## src/hw/rtl/tpq_pkg.sv

```systemverilog
// Shared types and constants for the timed print job queue.
// Used by tpq_cell and timed_print_job_queue; depends on nothing.
package tpq_pkg;

	localparam int QUEUE_DEPTH = 16;
	localparam int CNT_W       = $clog2(QUEUE_DEPTH + 1);

	localparam int PAGES_W = 10;
	localparam int TAG_W   = 16;
	localparam int IVL_W   = 16;
	localparam int TPP_W   = 10;
	localparam int REM_W   = 20;
	localparam int WAIT_W  = 5;

	localparam int IN_DATA_W  = 32;
	localparam int OUT_DATA_W = 48;
	localparam int CFG_IDX_W  = 2;
	localparam int CFG_DATA_W = 16;

	localparam logic [CFG_IDX_W-1:0] REG_ARRIVAL_INTERVAL = 2'd0;
	localparam logic [CFG_IDX_W-1:0] REG_TICKS_PER_PAGE   = 2'd1;

	typedef struct packed {
		logic [PAGES_W-1:0] pages;
		logic [TAG_W-1:0]   tag;
	} entry_t;

	typedef struct packed {
		logic pop;
		logic load_here;
		logic load_next;
	} cell_ctrl_t;

endpackage

```

## src/hw/rtl/timed_print_job_queue.sv

```systemverilog
// Timed print job queue top level: slot timer, chain of queue cells, printer.
// Depends on tpq_pkg and tpq_cell.
// Each result beat is registered and shows in the cycle after its input beat.
// Throughput: one input beat per cycle; the output register stalls input only when full and m_axis_tready is low.
// Each tick updates the queue chain, the slot countdown and the print countdown at once.
// Reset: arst_n clears control state, the slot opens and the printer is idle.
module timed_print_job_queue (
	input  logic                             clk,
	input  logic                             arst_n,
	input  logic                             s_axis_tvalid,
	output logic                             s_axis_tready,
	// [0] job_offered, [10:1] job_pages, [26:11] job_tag
	input  logic [tpq_pkg::IN_DATA_W-1:0]    s_axis_tdata,
	output logic                             m_axis_tvalid,
	input  logic                             m_axis_tready,
	// [0] job_accepted, [1] job_dropped, [2] print_finished, [18:3] finished_tag,
	// [19] print_started, [35:20] started_tag, [40:36] jobs_waiting, [41] printer_busy
	output logic [tpq_pkg::OUT_DATA_W-1:0]   m_axis_tdata,
	input  logic                             cfg_we,
	input  logic [tpq_pkg::CFG_IDX_W-1:0]    cfg_index,
	input  logic [tpq_pkg::CFG_DATA_W-1:0]   cfg_data
);

	logic [tpq_pkg::IVL_W-1:0]    arrival_interval_q;
	logic [tpq_pkg::TPP_W-1:0]    ticks_per_page_q;
	logic [tpq_pkg::IVL_W-1:0]    slot_wait_q;
	logic [tpq_pkg::CNT_W-1:0]    count_q;
	logic                         busy_q;
	logic [tpq_pkg::REM_W-1:0]    rem_q;
	logic [tpq_pkg::TAG_W-1:0]    cur_tag_q;
	logic                         out_valid_q;
	logic [tpq_pkg::OUT_DATA_W-1:0] out_data_q;

	logic                         beat;
	logic                         offered;
	tpq_pkg::entry_t              in_entry;
	logic                         slot_open;
	logic                         push;
	logic                         dropped;
	logic [tpq_pkg::CNT_W-1:0]    count_pushed;
	logic                         finish;
	logic                         busy_after;
	logic                         start;
	tpq_pkg::entry_t              head;
	logic [tpq_pkg::REM_W-1:0]    start_rem;
	logic [tpq_pkg::CNT_W-1:0]    count_next;
	logic                         busy_next;
	logic [tpq_pkg::TAG_W-1:0]    fin_tag;
	logic [tpq_pkg::TAG_W-1:0]    st_tag;
	logic [31:0]                  count_ext;
	logic [tpq_pkg::OUT_DATA_W-1:0] result;

	tpq_pkg::entry_t              cell_entry [tpq_pkg::QUEUE_DEPTH];

	assign beat      = s_axis_tvalid && s_axis_tready;
	assign offered   = s_axis_tdata[0];
	assign in_entry.pages = s_axis_tdata[10:1];
	assign in_entry.tag   = s_axis_tdata[26:11];

	assign slot_open    = (slot_wait_q == '0);
	assign push         = slot_open && offered &&
		(count_q < tpq_pkg::CNT_W'(tpq_pkg::QUEUE_DEPTH));
	assign dropped      = slot_open && offered && !push;
	assign count_pushed = count_q + tpq_pkg::CNT_W'(push);

	assign finish     = busy_q && (rem_q <= tpq_pkg::REM_W'(1));
	assign busy_after = busy_q && !finish;
	assign start      = !busy_after && (count_pushed != '0);
	assign head       = (count_q == '0) ? in_entry : cell_entry[0];
	assign start_rem  = tpq_pkg::REM_W'(head.pages) * tpq_pkg::REM_W'(ticks_per_page_q);

	assign count_next = count_pushed - tpq_pkg::CNT_W'(start);
	assign busy_next  = busy_after || start;
	assign fin_tag    = finish ? cur_tag_q : '0;
	assign st_tag     = start ? head.tag : '0;
	assign count_ext  = 32'(count_next);

	assign result = {6'd0, busy_next, count_ext[tpq_pkg::WAIT_W-1:0], st_tag, start,
		fin_tag, finish, dropped, push};

	genvar gi;
	generate
		for (gi = 0; gi < tpq_pkg::QUEUE_DEPTH; gi++) begin : g_cell
			tpq_pkg::cell_ctrl_t ctrl;
			tpq_pkg::entry_t     nb;
			assign ctrl.pop       = beat && start;
			assign ctrl.load_here = beat && push && (count_q == tpq_pkg::CNT_W'(gi));
			assign ctrl.load_next = push && (count_q == tpq_pkg::CNT_W'(gi + 1));
			if (gi == tpq_pkg::QUEUE_DEPTH - 1) begin : g_last
				assign nb = '0;
			end else begin : g_mid
				assign nb = cell_entry[gi+1];
			end
			tpq_cell u_cell (
				.clk       (clk),
				.ctrl      (ctrl),
				.new_entry (in_entry),
				.nb_entry  (nb),
				.entry     (cell_entry[gi])
			);
		end
	endgenerate

	always_ff @(posedge clk or negedge arst_n) begin
		if (!arst_n) begin
			arrival_interval_q <= tpq_pkg::IVL_W'(1);
			ticks_per_page_q   <= tpq_pkg::TPP_W'(1);
		end else if (cfg_we) begin
			unique case (cfg_index)
				tpq_pkg::REG_ARRIVAL_INTERVAL: arrival_interval_q <= cfg_data;
				tpq_pkg::REG_TICKS_PER_PAGE:   ticks_per_page_q   <= cfg_data[tpq_pkg::TPP_W-1:0];
				default: ;
			endcase
		end
	end

	always_ff @(posedge clk or negedge arst_n) begin
		if (!arst_n) begin
			slot_wait_q <= '0;
			count_q     <= '0;
			busy_q      <= 1'b0;
			rem_q       <= '0;
			cur_tag_q   <= '0;
		end else if (beat) begin
			if (!slot_open) begin
				slot_wait_q <= slot_wait_q - tpq_pkg::IVL_W'(1);
			end else if (offered) begin
				slot_wait_q <= (arrival_interval_q == '0) ? '0 :
					arrival_interval_q - tpq_pkg::IVL_W'(1);
			end
			count_q <= count_next;
			busy_q  <= busy_next;
			if (start) begin
				rem_q     <= start_rem;
				cur_tag_q <= head.tag;
			end else if (finish) begin
				rem_q <= '0;
			end else if (busy_q) begin
				rem_q <= rem_q - tpq_pkg::REM_W'(1);
			end
		end
	end

	assign s_axis_tready = !out_valid_q || m_axis_tready;

	always_ff @(posedge clk or negedge arst_n) begin
		if (!arst_n) begin
			out_valid_q <= 1'b0;
		end else if (s_axis_tready) begin
			out_valid_q <= s_axis_tvalid;
		end
	end

	always_ff @(posedge clk) begin
		if (beat) begin
			out_data_q <= result;
		end
	end

	assign m_axis_tvalid = out_valid_q;
	assign m_axis_tdata  = out_data_q;

endmodule

```

## src/hw/rtl/tpq_cell.sv

```systemverilog
// One queue cell: holds a job entry, loads a new job on a push and on a pop takes its neighbour or the new job.
// Depends on tpq_pkg.
module tpq_cell (
	input  logic               clk,
	input  tpq_pkg::cell_ctrl_t ctrl,
	input  tpq_pkg::entry_t    new_entry,
	input  tpq_pkg::entry_t    nb_entry,
	output tpq_pkg::entry_t    entry
);

	tpq_pkg::entry_t entry_q;

	always_ff @(posedge clk) begin
		if (ctrl.pop) begin
			entry_q <= ctrl.load_next ? new_entry : nb_entry;
		end else if (ctrl.load_here) begin
			entry_q <= new_entry;
		end
	end

	assign entry = entry_q;

endmodule

```

## config.mk

```make
export PLATFORM = sky130hd
export DESIGN_NAME = timed_print_job_queue
export DESIGN_NICKNAME = d
export VERILOG_FILES = /design/src/hw/rtl/tpq_pkg.sv /design/src/hw/rtl/timed_print_job_queue.sv /design/src/hw/rtl/tpq_cell.sv
export SDC_FILE = /design/constraint.sdc
export NUM_CORES = 1
export LEC_CHECK = 0
export ABC_AREA = 1
export BUFFER_PORTS_ARGS = -buffer_cell sky130_fd_sc_hd__buf_2
export CORE_ASPECT_RATIO = 1.4
export CORE_MARGIN = 2
export CORE_UTILIZATION = 40
export DETAILED_ROUTE_END_ITERATION = 10
export SYNTH_ARGS = -nofsm -noshare
export SYNTH_HDL_FRONTEND = slang
export SYNTH_SLANG_ARGS = --single-unit
```

## constraint.sdc

```tcl
create_clock -name clk -period 7.3 [get_ports clk]
set_input_delay 0.365 -clock clk [delete_from_list [all_inputs] [get_ports clk]]
set_output_delay 0.365 -clock clk [all_outputs]
set_load 0.1 [all_outputs]
```

# Word level (Yosys, flattened, before mapping)
# Index checks and enable logic that the tools add are counted.
# classes
n_reduce_logical	74
n_addsub	5
muxes	55
mul	1
eq_ne	18
order_cmp	2
# ops
op	n
two-way mux 26 bit	49
two-way mux 20 bit	3
two-way mux 16 bit	3
logical AND 1 bit	41
equality test 5 x 4 -> 1 bit, second input constant	8
logical NOT 16 bit	2
nonzero test 2 bit	16
subtractor 16 x 1 -> 16 bit, second input constant	2
equality test 5 x 3 -> 1 bit, second input constant	4
<= comparator 20 x 1 -> 1 bit, second input constant	1
multiplier 10 x 10 -> 20 bit	1
subtractor 20 x 1 -> 20 bit, second input constant	1
equality test 5 x 2 -> 1 bit, second input constant	2
AND reduction 2 bit	5
adder 5 x 1 -> 5 bit	1
equality test 5 x 1 -> 1 bit, second input constant	1
equality test 5 bit, second input constant	1
logical NOT 5 bit	1
< comparator 5 bit, second input constant	1
nonzero test 5 bit	1
subtractor 5 x 1 -> 5 bit	1
logical NOT 1 bit	4
nonzero test 3 bit	1
equality test 2 x 1 -> 1 bit, second input constant	1
3 further kinds	4
# word_totals
out_inout_bits	50
register_bits	543
input_bits	55
word_cells	198

# Longest topological paths before layout
# Gate-level depths: netlist of run 1.
# logic_depth
ltp_word	8
depth_mapped	31
depth_no_buf	29

# Cells and area by module
# Synthesis of run 1 repeated with hierarchy kept, for this count alone.
# hier_totals
cells_unflattened	3212
area_unflattened_um2	30161.4
# modules_own_cells
mod	cells_per_inst	area_per_inst_um2	n_inst	seq_area_each_um2
tpq_cell	114	1209.9	16	780.7
timed_print_job_queue	1388	10802.9	1	3390.8

# Worst setup path before layout of run 1
# No wires, ideal clock.
# synth_path
kind	flip-flop to flip-flop
startpoint	register out_valid_q (netlist: m_axis_tvalid)
endpoint	register g_cell[3].u_cell.entry_q (netlist bit g_cell[3].u_cell.entry[0]), enable pin
path_buffers	2
setup_slack_ns	0.893
synth_period_minus_slack_ns	6.407
stages_incl_launch_ff	8
t_arrival_ns	5.958
required_ns	6.851
setup_time_ns	0.449
cell_sequence	dfrtp_1 -> nand2_1 -> nand2_1 -> inv_1 -> clkbuf_1 -> nand2_2 -> buf_2 -> o31ai_1
# synth_between
elab_chain_cells	6
word_cells_on_any_way	7
classes_between	reduce/logical: 7
# synth_rtl
item	line	text
from (decl)	timed_print_job_queue.sv:31	logic out_valid_q;
from (signal assigned)	timed_print_job_queue.sv:150	out_valid_q <= s_axis_tvalid;
logical NOT 1 bit (*)	timed_print_job_queue.sv:144	assign s_axis_tready = !out_valid_q || m_axis_tready;
logical OR 1 bit (*)	timed_print_job_queue.sv:144	
via s_axis_tready	timed_print_job_queue.sv:11	output logic s_axis_tready,
logical AND 1 bit (*)	timed_print_job_queue.sv:55	assign beat = s_axis_tvalid && s_axis_tready;
via beat	timed_print_job_queue.sv:34	logic beat;
logical AND 1 bit (2 in series)	timed_print_job_queue.sv:87	assign ctrl.load_here = beat && push && (count_q == tpq_pkg::CNT_W'(gi));
nonzero test 2 bit (no source line) (*)	-	
to (signal assigned)	tpq_cell.sv:15	entry_q <= ctrl.load_next ? new_entry : nb_entry;
to (signal assigned)	tpq_cell.sv:17	entry_q <= new_entry;
to (decl)	tpq_cell.sv:11	tpq_pkg::entry_t entry_q;
# Mark *: on every way through the listed nets, which the timed path passes. The rest lies on a longest branch.
# A chain may end at the register's enable or synchronous reset.

# Worst setup path in the final report of run 1
# layout_path
startpoint	register count_q[1] (netlist name)
endpoint	register rem_q[18] (netlist name)
# layout_between
elab_chain_cells	7
word_cells_on_any_way	11
classes_between	add/sub: 1; mul: 1; order compare: 1; mux: 2; reduce/logical: 6
# layout_rtl
item	line	text
from (decl)	timed_print_job_queue.sv:27	logic [tpq_pkg::CNT_W-1:0] count_q;
from (signal assigned)	timed_print_job_queue.sv:131	count_q <= count_next;
branches (longest 7 deep; another with multiplier 10 x 10 -> 20 bit)	-	
to (signal assigned)	timed_print_job_queue.sv:134	rem_q <= start_rem;
to (signal assigned)	timed_print_job_queue.sv:139	rem_q <= rem_q - tpq_pkg::REM_W'(1);
to (decl)	timed_print_job_queue.sv:29	logic [tpq_pkg::REM_W-1:0] rem_q;
# Parallel ways; which one is timed is not known.

==> results of run 1 <==
[worst reg2reg max path: stages (launching register included)]
cell	delay (ps)
dfrtp_1	460
nor2_1	240
nand3_2	380
o21ai_1	800
inv_1	180
nand2_1	120
fa_1	440
fa_1	540
inv_1	70
fa_1	450
fa_1	500
inv_1	50
fa_1	470
inv_1	40
ha_1	340
nand2_1	110
nor2_1	110
nand3_1	80
nand2_1	140
nand2_1	90
nand2_1	60
nand2_1	40
nand2_1	60
nand2_1	100
nand3_1	90
nand2_1	60
[through the flow]
stage          cells  instance area (µm²)
3_5_place_dp    4661                32210
2_1_floorplan   3707                31250
3_3_place_gp    4661                32210
4_1_cts         4767                34070
5_1_grt         4768                34080
6_report        4768                34080
[sequential cells by signal, indices dropped and copies added, names as in the netlist]
signal,flops
arrival_interval_q,16
busy_q,1
count_q,5
cur_tag_q,16
g_cell.u_cell.entry,416
m_axis_tdata,42
m_axis_tvalid,1
rem_q,20
slot_wait_q,16
ticks_per_page_q,10
[timing repair]
item	in CTS	in global routing
hold buffers	9	0
hold endpoints to repair	28	0
setup buffers	0	0
[final cells by class]
type | count | area (µm²) | area share, %
antenna | 1 | 2.502 | 0.007344
clock buffer | 68 | 1403 | 4.116
clock inverter | 29 | 366.6 | 1.076
inverter | 281 | 1060 | 3.110
multi-input combinational | 2663 | 13210 | 38.78
sequential | 543 | 15880 | 46.61
tap | 1045 | 1308 | 3.837
timing repair buffer | 138 | 840.8 | 2.468
[cell usage after synthesis (2+ instances only)]
master,number,share of area [%]
fa_1,62,4.0
xnor2_1,21,0.59
buf_4,11,0.26
a21oi_1,31,0.50
o21ai_0,376,6.0
clkbuf_2,2,0.032
nand2_1,1586,19
o31ai_1,13,0.31
clkbuf_1,69,0.83
dfstp_2,2,0.17
nand2_2,18,0.36
inv_2,13,0.16
ha_1,63,2.5
nor2_1,240,2.9
xor2_1,26,0.73
buf_12,2,0.13
dfrtp_1,83,6.7
buf_2,87,1.4
nor2_2,3,0.060
nor3_1,7,0.11
edfxtp_1,458,44
nand3_1,81,1.3
and2_1,2,0.040
clkinv_1,5,0.060
nor2_4,2,0.072
buf_1,8,0.096
nand3b_1,7,0.17
buf_6,41,1.5
inv_1,263,3.2
nand2_8,9,0.58
a31oi_1,8,0.16
nand4_1,13,0.26
o21ai_2,10,0.28
o21ai_1,63,1.0
nand2_4,10,0.36
[layer usage]
layer	vias up	global-route usage [%]
met2	497	37.55
met1	11323	24.00
li1	11814	-
met5	-	0
met3	139	1.918
met4	2	8.471
[final timing paths]
check / cells after the start / to / from / slack (ps)
max: 25 / rem_q[18] / count_q[1] / 1190
min: 3 / ticks_per_page_q[7] / cfg_data[7] / 40
max reg2reg: 25 / rem_q[18] / count_q[1] / 1190
min reg2reg: 2 / cur_tag_q[11] / cur_tag_q[11] / 480
max in group asynchronous: 3 / cur_tag_q[8] / arst_n / 5900
min in group asynchronous: 2 / slot_wait_q[2] / arst_n / 160
[cells in the final DEF, fill, tap and decap left out, types with 8 or more instances in the layout]
master	Yosys	final
nand2_8	9	9
buf_2	87	92
dlygate4sd3_1	0	9
nand2_4	10	10
a31oi_1	8	8
clkinv_1	5	11
o21ai_2	10	10
nand3_1	81	80
clkbuf_16	0	53
inv_1	263	262
fa_1	62	62
clkinv_2	0	11
ha_1	63	63
edfxtp_1	458	458
o21ai_1	63	64
nand2_1	1586	1584
inv_2	13	13
buf_4	11	36
clkbuf_1	69	13
xnor2_1	21	21
dfrtp_1	83	83
nand2_2	18	20
o21ai_0	376	371
nor2_1	240	240
a21oi_1	31	31
o31ai_4	0	12
nand4_1	13	13
xor2_1	26	26
[power by group]
group	internal, W	leakage (nW)	switching [W]	total [W]
combinational	0.00310	9.10	0.00567	0.00877
clock	0.00161	0.864	0.00126	0.00287
sequential	0.00367	5.21	0.000180	0.00385
[kinds of logic after synthesis]
family / synth area share (%)
and+or+nand+nor: 25.38
DFF: 50.86
AOI/OAI and AO/OA: 8.333
buffers and inverters: 7.600
adders and majority gates: 6.498
xor gates and xnor gates: 1.318
other: 0.01201
==> flow_metrics.py, run 1 <==
metrics = {
    "routing": {
        "routed_wirelength_um": 80670,
        "wire_per_inst_um": 16.92,
        "dr_wl_met2_um": 41830,
        "routed.top_layer": "met5",
        "wl_met1_um": 32570,
        "firstDrtPassIters": 5,
        "drc": 0,
        "via_per_inst": 4.986,
        "antenna_left": 0,
        "dr_total_vias": 23775,
        "drt_iter0_markers": 2020,
        "wl_met3_um": 2993,
    },
    "synthesis": {
        "synth_cells": 3702,
        "synth-edff-count": 458,
        "ys_types": 42,
        "synth.avg_cell_area_um2": 8.436,
        "synth_seq_area_share_pct": 50.86,
        "ys_warn_count": 0,
        "ys_async_sr_fraction_pct": 15.65,
        "ys_ff_latch": 543,
        "synth-main-ff-cell": "edfxtp_1",
        "synth_area_um2": 31230,
    },
    "final_layout": {
        "fin_util_pct": 43.96,
        "fin_nets": 3860,
        "syn_to_final_growth_pct": 9.111,
        "fillers": 7710,
        "drive_gt1_share_pct": 7.980,
    },
    "placement": {
        "io_buffers": 93,
        "place.gp.congestion": 0.9016,
        "dp_slack_ps": 1172,
        "dp_hpwl_um": 49140,
    },
    "floorplanning": {
        "dieWidth_um": 240.2,
        "ios": 105,
        "die_y_um": 334.6,
        "start_util_pct": 40.29,
        "die_area_um2": 80360,
        "rows": 121,
        "core_um2": 77510,
    },
    "min_path": {
        "hold_path.class": "primary input to register",
    },
    "critical_path": {
        "worst-path-max-fanout": 21,
        "cp-end-kind": "register",
        "critPathLaunchType": "register",
        "cp_slowest_stage_delay_ps": 790,
        "critPathRequiredTime_ps": 7830,
        "crit_top_cell": "nand2_1",
        "slowest_stage": "o21ai_1",
        "cp.arrival_ps": 6640,
        "crit_buf_inv": 4,
        "critPathKind": "register to register",
        "crit_family": "adder cells",
    },
    "power": {
        "p_leak_nw": 15.17,
        "ir_drop_mv": 0.8990,
        "powerDensity_nw_per_um2": 454.7,
        "power_w": 0.01549,
    },
    "clock_network": {
        "cts.sinks": 543,
        "clock_latency_ps": 650,
        "cts-buffers-inserted": 53,
        "root_buffer": "clkbuf_16",
        "cts_buffer_depth": 3,
        "clkSlewWorstSetupHoldPaths_ps": 70,
        "cts_tree": "built",
        "cts_resized": 0,
        "cts_htree_levels": 2,
    },
    "timing": {
        "rsz0062_at_grt": "no",
        "max_freq_mhz": 163.7,
        "hold_viol_final": 0,
        "setup_violations": 0,
        "fin_crit_ps": 6108,
        "slew_violations": 0,
        "fin_crit_sh_pct": 83.68,
        "worstMarginPinSlew_ps": 1127,
        "setup_slack_ps": 1192,
        "holdWs_ps": 39.00,
        "relSlewSlack_pct": 24.58,
        "fin_setup_tns_ps": 0,
        "finClkSkew_ps": 32.33,
    },
    "run": {
        "maxCapViolations": 0,
    },
    "global_route": {
        "grt_usage_pct": 20.37,
        "antenna_found_initial": 2,
        "grt_overflow": 0,
        "grt_first_pass_wirelength_um": 126900,
        "grt_max_degree": 212,
        "grt_pass1_vias": 22512,
    },
    "status": {
        "status": "completed",
    },
}
Power figures use the tool's default switching activity.
==> run 2, diff against run 1 <==
==> constraint.sdc (replaced) <==
create_clock -name clk -period 5.5 [get_ports clk]
set_input_delay 0.275 -clock clk [delete_from_list [all_inputs] [get_ports clk]]
set_output_delay 0.275 -clock clk [all_outputs]
set_load 0.1 [all_outputs]
==> run 2 against run 1 <==
Net effect: first-iteration DRC count shrank 1.4%; critical endpoint unchanged; die area is the same; routed wire length grew 3.6%.
==> flow_metrics.py, run 2 (synthesized netlist as in run 1, its figures left out) <==
metrics = {
    "timing": {
        "finClkSkew_ps": 26.18,
        "relSlewSlack_pct": 22.63,
        "worstMarginPinSlew_ps": 1157,
        "fin_crit_ps": 5164,
        "slew_violations": 0,
        "hold_viol_final": 0,
        "setup_slack_ps": 336.3,
        "fin_crit_sh_pct": 93.89,
        "max_freq_mhz": 193.7,
        "holdWs_ps": 55.12,
        "setup_violations": 0,
    },
    "power": {
        "combPwrFrac_pct": 58.1,
        "ir_drop_mv": 1.001,
        "pwr-share-seq_pct": 24.1,
        "powerDensity_nw_per_um2": 612.9,
        "swShare_pct": 45.99,
        "p_leak_nw": 15.33,
        "p_int_w": 0.01139,
        "p_switching_w": 0.009700,
        "clock_power_share_pct": 17.8,
    },
    "clock_network": {
        "clock_latency_ps": 640,
        "cts-buffers-inserted": 54,
        "cts_htree_levels": 2,
        "root_buffer": "clkbuf_16",
        "cts.sinks": 543,
        "cts_buffer_depth": 3,
        "clkSlewWorstSetupHoldPaths_ps": 70,
        "cts_tree": "built",
    },
    "floorplanning": {
        "start_util_pct": 40.29,
        "die_y_um": 334.6,
        "core_um2": 77510,
        "rows": 121,
        "dieWidth_um": 240.2,
        "ios": 105,
        "die_area_um2": 80360,
    },
    "final_layout": {
        "final_cell_mix": "nand2_1 (1580), edfxtp_1 (458), o21ai_0 (370), inv_1 (260), nor2_1 (237)",
        "syn_to_final_growth_pct": 10.18,
        "final_area_um2": 34410,
        "drive_gt1_share_pct": 8.982,
        "regArea_um2": 15880,
        "fillers": 7705,
        "multi_input_area_um2": 13260,
        "fin_nets": 3891,
        "largest_register_ffs": 416,
        "layout_commonest_cell": "nand2_1",
        "n_antenna_cell": 0,
    },
    "global_route": {
        "grtUsageMet3_pct": 2.832,
        "grt_overflow": 0,
        "grt_usage_pct": 20.99,
        "grt_pass1_vias": 23052,
        "top_usage_layer": "met2",
        "met2_usage_pct": 37.98,
        "grt_first_pass_wirelength_um": 131500,
        "gr-usage-met1_pct": 25.29,
        "grt_max_degree": 206,
        "antenna_found_initial": 4,
    },
    "routing": {
        "wire_per_inst_um": 17.42,
        "drc": 0,
        "routed_wirelength_um": 83570,
        "firstDrtPassIters": 5,
        "drt_iter0_markers": 1991,
        "antenna_left": 0,
        "dr_total_vias": 24376,
        "via_per_inst": 5.082,
    },
    "min_path": {
        "hold_depth": 3,
        "worstHoldEndpoint": "g_cell[15].u_cell.entry[7]",
        "hp-start": "s_axis_tdata[18]",
        "hold_path.class": "primary input to register",
    },
    "status": {
        "status": "completed",
    },
    "critical_path": {
        "worst-r2r-cell-count": 29,
        "critPathLaunchType": "register",
        "critPathRequiredTime_ps": 6020,
        "slowest_stage": "fa_1",
        "crit_top_cell": "nand2_1",
        "critPathKind": "register to register",
        "cp.arrival_ps": 5680,
        "r2r_setup_slack_ps": 340,
        "cp_slowest_stage_delay_ps": 530,
        "r2r-start": "count_q[3]",
        "cp-end-kind": "register",
        "worst-path-max-fanout": 11,
        "r2r_end": "rem_q[18]",
    },
    "run": {
        "maxCapViolations": 0,
    },
    "placement": {
        "dp_hpwl_um": 51740,
        "dp_slack_ps": 136.7,
        "place_area_um2": 32410,
        "io_buffers": 93,
        "place.gp.congestion": 0.9138,
    },
}
run 2: cell count changes in the layout (fill, tap and decap cells not counted), sizes merged:
cell / previous run / this run
diode: 1 / 0
buf: 129 / 150
bufinv: 7 / 4
clkinv: 26 / 27
clkbuf: 68 / 65
inv: 276 / 281
dlygate4sd3: 9 / 18
run 2: through the flow:
stage	util [%]	std cells	setup TNS [ps]	power (W)
2_1_floorplan	-	3707	0	0.01390
3_3_place_gp	41.81	4679	0	0.01687
3_5_place_dp	41.81	4679	0	0.01696
4_1_cts	44.29	4794	0	0.02081
5_1_grt	44.39	4797	-12.54	0.02312
6_report	44.39	4797	0	0.02109
run 2: cell type report:
type,count,area share (%)
clock buffers,65,4.225
clock inverters,32,0.8399
inverters,281,3.080
multi-input cells,2663,38.54
flip-flops and latches,543,46.16
well taps,1045,3.800
repair buffers,168,3.356
run 2: repair_timing:
item / CTS / global route
hold buffers: 18 / 0
hold endpoints to repair: 55 / 0
endpoints found under the setup margin: 0 / 11
buffers inserted: 0 / 3
resized for setup: 0 / 15
run 2: routing by layer:
metal,vias to the layer above,share of wire [%]
li1,11898,-
met1,11798,41
met2,517,51
met3,155,4.9
met4,8,3.5
met5,-,0.065
run 2: power groups by stage:
stage          clock (W)  sequential, W  combinational [W]
2_1_floorplan          0        0.00533            0.00857
3_3_place_gp           0        0.00516             0.0117
3_5_place_dp           0        0.00516             0.0118
4_1_cts          0.00382        0.00508             0.0119
5_1_grt          0.00394        0.00512             0.0140
6_report         0.00376        0.00509             0.0122
run 2: critical path, delay by kind of cell, from the launching register on:
kind                       cells  cell delay [ps]
buffers and inverters          7              550
adders and majority gates      6             2760
DFF                            1              390
and+or+nand+nor               15             1260
AOI/OAI and AO/OA              1               80
run 2: how the worst max path moves through the flow:
stage / startpoint / to / slack [ps] / cells after the start
floorplan: m_axis_tvalid / g_cell[15].u_cell.entry[0] / 30 / 6
global placement: count_q[2] / rem_q[18] / 200 / 26
detailed placement: count_q[2] / rem_q[19] / 140 / 27
CTS: count_q[2] / rem_q[19] / 120 / 27
global route: count_q[3] / rem_q[18] / -10 / 29
finish: count_q[3] / rem_q[18] / 340 / 29
